<file path="src/lovc_pkg.sv">
// Shared constants, types and register codes of the layer overhang classifier.
package lovc_pkg;

  localparam int SEGS_PER_LAYER = 1024;
  localparam int BANK_AW        = $clog2(SEGS_PER_LAYER);
  localparam int RAM_AW         = BANK_AW + 1;
  localparam int RAM_DEPTH      = 2 * SEGS_PER_LAYER;
  localparam int CNT_W          = $clog2(SEGS_PER_LAYER + 1);

  localparam int CRD_W  = 21;
  localparam int PT_W   = CRD_W + 1;
  localparam int PNT_W  = 2 * CRD_W;
  localparam int Z_W    = 20;
  localparam int A_W    = Z_W + 1;
  localparam int TAG_W  = 24;
  localparam int MRG_W  = 10;
  localparam int BF_W   = 7;
  localparam int SEV_W  = 2;
  localparam int DSQ_W  = 43;

  localparam int DIF_W  = 24;
  localparam int MUL_W  = 30;
  localparam int PROD_W = 2 * MUL_W;
  localparam int SUM_W  = 49;
  localparam int MAG_W  = 46;
  localparam int HALF_W = MAG_W / 2;
  localparam int SQ_W   = 2 * MAG_W;
  localparam int QUO_W  = 54;
  localparam int REM_W  = 48;
  localparam int KEY_W  = 56;
  localparam int CMP_W  = 58;
  localparam int STEP_W = 4;
  localparam int DCNT_W = $clog2(QUO_W);

  localparam int FIFO_DEPTH = 2;
  localparam int FIFO_PW    = $clog2(FIFO_DEPTH);
  localparam int FIFO_CW    = $clog2(FIFO_DEPTH + 1);

  localparam int PADDR_W = 4;
  localparam int PDATA_W = 32;

  localparam logic [MRG_W-1:0] MARGIN_RST  = MRG_W'(100);
  localparam logic [MRG_W-1:0] MIN_OVH_RST = MRG_W'(100);
  localparam logic [BF_W-1:0]  BRIDGE_RST  = BF_W'(24);

  localparam logic [SEV_W-1:0] SEV_MINOR    = 2'd0;
  localparam logic [SEV_W-1:0] SEV_MODERATE = 2'd1;
  localparam logic [SEV_W-1:0] SEV_SEVERE   = 2'd2;

  typedef enum logic [1:0] {
    REG_MARGIN  = 2'd0,
    REG_MIN_OVH = 2'd1,
    REG_BRIDGE  = 2'd2
  } lovc_reg_t;

  typedef struct packed {
    logic signed [PT_W-1:0] s_x;
    logic signed [PT_W-1:0] s_y;
    logic signed [PT_W-1:0] e_x;
    logic signed [PT_W-1:0] e_y;
    logic signed [PT_W-1:0] m_x;
    logic signed [PT_W-1:0] m_y;
    logic                   arc;
    logic [CNT_W-1:0]       prev_cnt;
    logic                   pbank;
    logic                   z_up;
    logic [Z_W-1:0]         height;
    logic [TAG_W-1:0]       tag;
    logic                   full;
  } lovc_job_t;

endpackage

</file>
<file path="src/lovc_front.sv">
// Front of the classifier: accepts items, tracks layers and banks, and stores segments.
module lovc_front (
  input  logic                                clk,
  input  logic                                rst_n,
  input  logic                                in_valid,
  output logic                                in_ready,
  input  logic signed [lovc_pkg::CRD_W-1:0]   in_x_start,
  input  logic signed [lovc_pkg::CRD_W-1:0]   in_y_start,
  input  logic signed [lovc_pkg::CRD_W-1:0]   in_x_end,
  input  logic signed [lovc_pkg::CRD_W-1:0]   in_y_end,
  input  logic                                in_is_arc,
  input  logic signed [lovc_pkg::CRD_W-1:0]   in_mid_x,
  input  logic signed [lovc_pkg::CRD_W-1:0]   in_mid_y,
  input  logic [lovc_pkg::Z_W-1:0]            in_layer_z,
  input  logic [lovc_pkg::TAG_W-1:0]          in_segment_tag,
  input  logic                                back_idle,
  input  logic                                fifo_full,
  input  logic                                fifo_empty,
  output logic                                push,
  output lovc_pkg::lovc_job_t                 job,
  output logic                                st_we,
  output logic [lovc_pkg::RAM_AW-1:0]         st_waddr,
  output logic [lovc_pkg::PNT_W-1:0]          st_start_wdata,
  output logic [lovc_pkg::PNT_W-1:0]          st_end_wdata
);
  import lovc_pkg::*;

  logic [CNT_W-1:0] cur_cnt_r, prev_cnt_r;
  logic [Z_W-1:0]   cur_z_r, prev_z_r;
  logic             bank_r, open_r, ovf_r;

  logic             chg, acc, room;
  logic [CNT_W-1:0] cnt_nxt, prev_cnt_nxt;
  logic [Z_W-1:0]   prev_z_nxt;
  logic             bank_nxt, ovf_nxt;

  always_comb begin
    chg      = open_r && (in_layer_z != cur_z_r);
    in_ready = !fifo_full && (!chg || (fifo_empty && back_idle));
    acc      = in_valid && in_ready;

    cnt_nxt      = cur_cnt_r;
    bank_nxt     = bank_r;
    prev_cnt_nxt = prev_cnt_r;
    prev_z_nxt   = prev_z_r;
    ovf_nxt      = ovf_r;
    if (!open_r) begin
      cnt_nxt = '0;
    end else if (chg) begin
      cnt_nxt      = '0;
      bank_nxt     = ~bank_r;
      prev_cnt_nxt = cur_cnt_r;
      prev_z_nxt   = cur_z_r;
      ovf_nxt      = 1'b0;
    end
    room = (cnt_nxt < CNT_W'(SEGS_PER_LAYER));

    push           = acc;
    st_we          = acc && room;
    st_waddr       = {bank_nxt, cnt_nxt[BANK_AW-1:0]};
    st_start_wdata = {in_y_start, in_x_start};
    st_end_wdata   = {in_y_end, in_x_end};

    job.s_x      = {in_x_start, 1'b0};
    job.s_y      = {in_y_start, 1'b0};
    job.e_x      = {in_x_end, 1'b0};
    job.e_y      = {in_y_end, 1'b0};
    job.m_x      = in_is_arc ? {in_mid_x, 1'b0}
                             : {in_x_start[CRD_W-1], in_x_start} + {in_x_end[CRD_W-1], in_x_end};
    job.m_y      = in_is_arc ? {in_mid_y, 1'b0}
                             : {in_y_start[CRD_W-1], in_y_start} + {in_y_end[CRD_W-1], in_y_end};
    job.arc      = in_is_arc;
    job.prev_cnt = prev_cnt_nxt;
    job.pbank    = ~bank_nxt;
    job.z_up     = (in_layer_z > prev_z_nxt);
    job.height   = in_layer_z - prev_z_nxt;
    job.tag      = in_segment_tag;
    job.full     = ovf_nxt || !room;
  end

  always_ff @(posedge clk) begin
    if (!rst_n) begin
      cur_cnt_r  <= '0;
      prev_cnt_r <= '0;
      cur_z_r    <= '0;
      prev_z_r   <= '0;
      bank_r     <= 1'b0;
      open_r     <= 1'b0;
      ovf_r      <= 1'b0;
    end else if (acc) begin
      open_r     <= 1'b1;
      cur_z_r    <= in_layer_z;
      bank_r     <= bank_nxt;
      prev_cnt_r <= prev_cnt_nxt;
      prev_z_r   <= prev_z_nxt;
      cur_cnt_r  <= room ? cnt_nxt + 1'b1 : cnt_nxt;
      ovf_r      <= ovf_nxt || !room;
    end
  end

endmodule

</file>
<file path="config.mk">
export PLATFORM = sky130hd
export DESIGN_NAME = lovc_front
export DESIGN_NICKNAME = d
export VERILOG_FILES = /design/src/lovc_pkg.sv /design/src/lovc_front.sv
export SDC_FILE = /design/constraint.sdc
export NUM_CORES = 1
export LEC_CHECK = 0
export CAP_MARGIN = 20
export CORE_AREA = 4 4 179 181
export DETAILED_ROUTE_END_ITERATION = 16
export DIE_AREA = 0 0 183 185
export DONT_BUFFER_PORTS = 1
export GPL_TIMING_DRIVEN = 0
export SETUP_SLACK_MARGIN = 0.3
export SLEW_MARGIN = 15
export SYNTH_ARGS = -nofsm -noshare
export SYNTH_HDL_FRONTEND = slang
export SYNTH_SLANG_ARGS = --single-unit
</file>
<file path="constraint.sdc">
create_clock -name clk -period 7.5 [get_ports clk]
set_input_delay 0.75 -clock clk [delete_from_list [all_inputs] [get_ports clk]]
set_output_delay 0.75 -clock clk [all_outputs]
set_load 0.03 [all_outputs]
</file>
======== After elaboration in Yosys (flattened, before gate mapping) ========
Cells that the tools add are included.
storage, ports and cells
  logic and storage cells ................. 39
  flip-flop bits (word level) ............. 65
  bits of input ports ..................... 177
  output and inout bits ................... 289
cells by class
  reduce and logical (&&, ||, !) cells .... 10
  equal/unequal tests ..................... 1
  multiplexer cells ....................... 13
  add/subtract/negate cells ............... 4
  bitwise operators ....................... 2
  magnitude comparators ................... 2
operators by type and width
  cell                     number
  $mux W11                 5
  $add A21 B21 Y22         2
  $mux W22                 2
  $mux W20                 2
  $gt A20 B20 Y1           1
  $ne A20 B20 Y1           1
  $sub A20 B20 Y20         1
  $add A11 B1 Y11 const B  1
  $lt A11 B11 Y1 const B   1
  $logic_and A1 B1 Y1      5
  $mux W1                  4
  $logic_not A1 Y1         3
  $logic_or A1 B1 Y1       2
  $not A1 Y1               2

======== Logic depth before layout (Yosys ltp) ========
  word-level depth ........................ 7
  depth in mapped cells ................... 21
  depth with buffers taken out ............ 19

======== Worst setup path after synthesis ========
No wires, ideal clock.
  path kind ............................... input -> output
  start ................................... in in_layer_z[9] (netlist name)
  end ..................................... out job[43] (netlist name)
  stages on the path ...................... 21
  buffers on the path ..................... 3
  arrival ................................. 5.468 ns
  data required time ...................... 6.750 ns
  setup slack ............................. 1.282 ns
  cells stage by stage .................... buf_4 > xor2_1 > nor4_2 > nand2_1 > o21ai_4 > buf_2 > buf_1 > nand2_1 > nand2_1 > ha_1 > fa_1 > inv_1 > a221oi_1 > a2111oi_0 > o31ai_1 > a311oi_1 > or4b_1 > a311o_1 > a21o_1 > a21oi_2 > xnor2_1
RTL lines
  element          RTL line          RTL
  start, declared  lovc_front.sv:14  input logic [lovc_pkg::Z_W-1:0] in_layer_z,
  end, declared    lovc_front.sv:20  output lovc_pkg::lovc_job_t job,

==> results.toml <==
[cts]
htree_levels = 3
cts_buffer_depth = 2
cts_buffers = 9
clk_pin_slew_ps = 50
ctsHoldBuffers = 0
clock-sinks = 65
clk-insertion-delay-late_ps = 330
root_buffer = "clkbuf_16"
tritoncts = "yes"

[worst_setup_path]
start_kind = "input pin"
critical_path_class = "input pin to output port"
worstPathCellList = "clkbuf_1 -> xor2_1 -> nor4_2 -> nand3_2 -> o21ai_4 -> buf_2 -> buf_2 -> nand2_1 -> nand2_1 -> ha_1 -> fa_1 -> inv_1 -> a221oi_1 -> a2111oi_0 -> o21ai_0 -> a311oi_1 -> or4b_1 -> a311o_1 -> a21o_1 -> a21oi_2 -> xnor2_2"
crit_arrival_ps = 6120
cp_max_fo = 10
crit_path_end_kind = "output port"
cp_slowest_cell = "or4b_1"
cpPeakStageDelay_ps = 580
crit_required_ps = 6750

[grt]
overflow = 0
grt_pass1_vias = 7114
grt_first_pass_wirelength_um = 46200
gr-usage-all-layers = 0.182
grt_max_degree = 11
antenna_found_initial = 1

[detailed_routing]
initialDrtViolationCount = 372
drt_first_pass_iters = 5
routed_wl_um = 33800
drcViolationCount = 0
routed_via_density = 4.96
ant_nets = 0
via_count = 7526
routedWlPerCell_um = 22.3

[logic_synthesis]
synth_cell_types = 63
yosys_warnings = 0
synth.cell_area_um2 = 7990
netlist_instances = 1092
synth_ff_type = "dfxtp_1"
synth-seq-cells = 65
syn_avg_cell_area_um2 = 7.32
synth_edf_count = 0
async_flop_share = 0
ys_seq_area_frac = 0.163

[floorplanning]
core-area_um2 = 30400
pin_count = 466
initial_core_util = 0.263
die_area_um2 = 33900
dieHeight_um = 185
die_w_um = 183
rows = 64

[placed_design]
port-buffer-count = 0
detailedPlace.worstSlack_ps = -26.2
gp_congestion = 0.897
dp_hpwl_um = 29600

[layout]
drive_above_1_share = 0.218
syn_to_final_growth_pct = 11.1
layout.nets = 1350
fill_cells = 3309
antennaDiodeCount = 0
final_cell_mix = "buf_4 (208), nand2_1 (182), dfxtp_1 (65)"
layout_commonest_cell = "buf_4"
utilization = 0.292

[timing]
final.setup.worst_slack_ps = 633
fin_worst_skew_ps = 3.32
slew_headroom = 0.206
rsz0062_at_grt = "no"
min_period_over_period = 0.916
report.final.slew_viol_count = 0
max_clock_freq_mhz = 146
setup_viol = 0
layout_min_cycle_time_ps = 6870
worst_pin_slew_ps = 1180
timing.hold.ws_ps = 463
setup_tns_ps = 0
hold_viol = 0

[flow_run]
maxCapViolations = 0

[power_and_ir_drop]
irDropWorstVdd_mv = 0.136
finalPower_mw = 1.51
p_per_area_nw_per_um2 = 170
p_leak_nw = 4.14

[min_path]
hp-class = "register to register"

[run_status]
status = "finished clean"
## what timing repair did
item | CTS | global route
gates resized for setup | 3 | 0
pin swaps | 0 | 2
hold endpoints to repair | 0 | 0
setup buffers | 0 | 4
cloned | 0 | 0
endpoints found under the setup margin | 3 | 7
## sequential cells by signal, summed over array words and instances, names as in the netlist
signal      cells
ovf_r           1
open_r          1
cur_cnt_r      11
bank_r          1
prev_cnt_r     11
cur_z_r        20
prev_z_r       20
## worst max-delay path, delay by kind of cell
| family | cells | cell delay (ps) |
|---|---|---|
| adder cells (fa/ha/maj) | 2 | 410 |
| AND/OR/NAND/NOR | 5 | 1360 |
| buffers and inverters | 4 | 1030 |
| XOR/XNOR | 2 | 390 |
| AO/OA/AOI/OAI | 8 | 2150 |
## area by class of cell
type	instances	area, µm²	area share
timing repair buffer	10	72.6	0.00818
inverter	34	128	0.0144
clock inverter	2	12.5	0.00141
multi-input combinational	755	4930	0.556
sequential	65	1300	0.147
tap	396	495	0.0558
clock buffer	13	270	0.0305
buffer	241	1660	0.187
## per-stage QoR
stage               std cells  instance area (µm²)
floorplan                1095                 8000
global placement         1491                 8500
detailed placement       1497                 8550
CTS                      1512                 8840
global route             1516                 8870
finish                   1516                 8870
## cell usage after synthesis (all sizes together), types with 11 or more instances
cell type / n / area, µm²
o21ai: 63 / 327
o31ai: 14 / 105
xnor2: 32 / 288
mux2i: 17 / 170
a21o: 19 / 143
o211a: 15 / 150
a21boi: 37 / 278
clkbuf: 33 / 124
nand3: 14 / 75.1
nor3: 17 / 85.1
dfxtp: 65 / 1300
and2: 13 / 81.3
nand2: 182 / 683
nor3b: 16 / 120
xor2: 43 / 377
ha: 54 / 676
nor2b: 11 / 68.8
nor2: 63 / 236
buf: 208 / 1530
inv: 34 / 128
a21oi: 40 / 204
## logic make-up (layout without fill, tap and decap cells)
kind of cell | count (synthesis) | in the layout | share of synthesized area
muxes | 18 | 18 | 0.0227
buffers and inverters | 275 | 300 | 0.223
other | 1 | 4 | 0.000469
adders and majority gates | 62 | 62 | 0.0984
and+or+nand+nor | 357 | 357 | 0.207
AOI/OAI and AO/OA | 239 | 239 | 0.202
DFF | 65 | 65 | 0.163
xor gates and xnor gates | 75 | 75 | 0.0832
## report_power, final
part	total [mW]	switching, mW	internal, mW
registers	0.371	0.0103	0.361
clock network	0.398	0.150	0.248
logic	0.738	0.512	0.226
total	1.51	0.672	0.835
## final timing paths
kind | startpoint | to | slack, ps | cells past startpoint
worst min-delay path | ovf_r | ovf_r | 460 | 2
worst max register to register | cur_z_r[18] | prev_z_r[15] | 3210 | 12
worst min register to register | ovf_r | ovf_r | 460 | 2
worst max-delay path | in_layer_z[6] | job[43] | 630 | 21
## metal layers
layer | GRT usage | share of wire | up-vias
met4 | 0.0471 | 0.025 | 2
met3 | 0.0544 | 0.091 | 42
met2 | 0.324 | 0.50 | 305
met5 | 0 | 0.00039 | -
met1 | 0.212 | 0.38 | 3607
li1 | - | - | 3570
(Power assumes the default switching activity.)
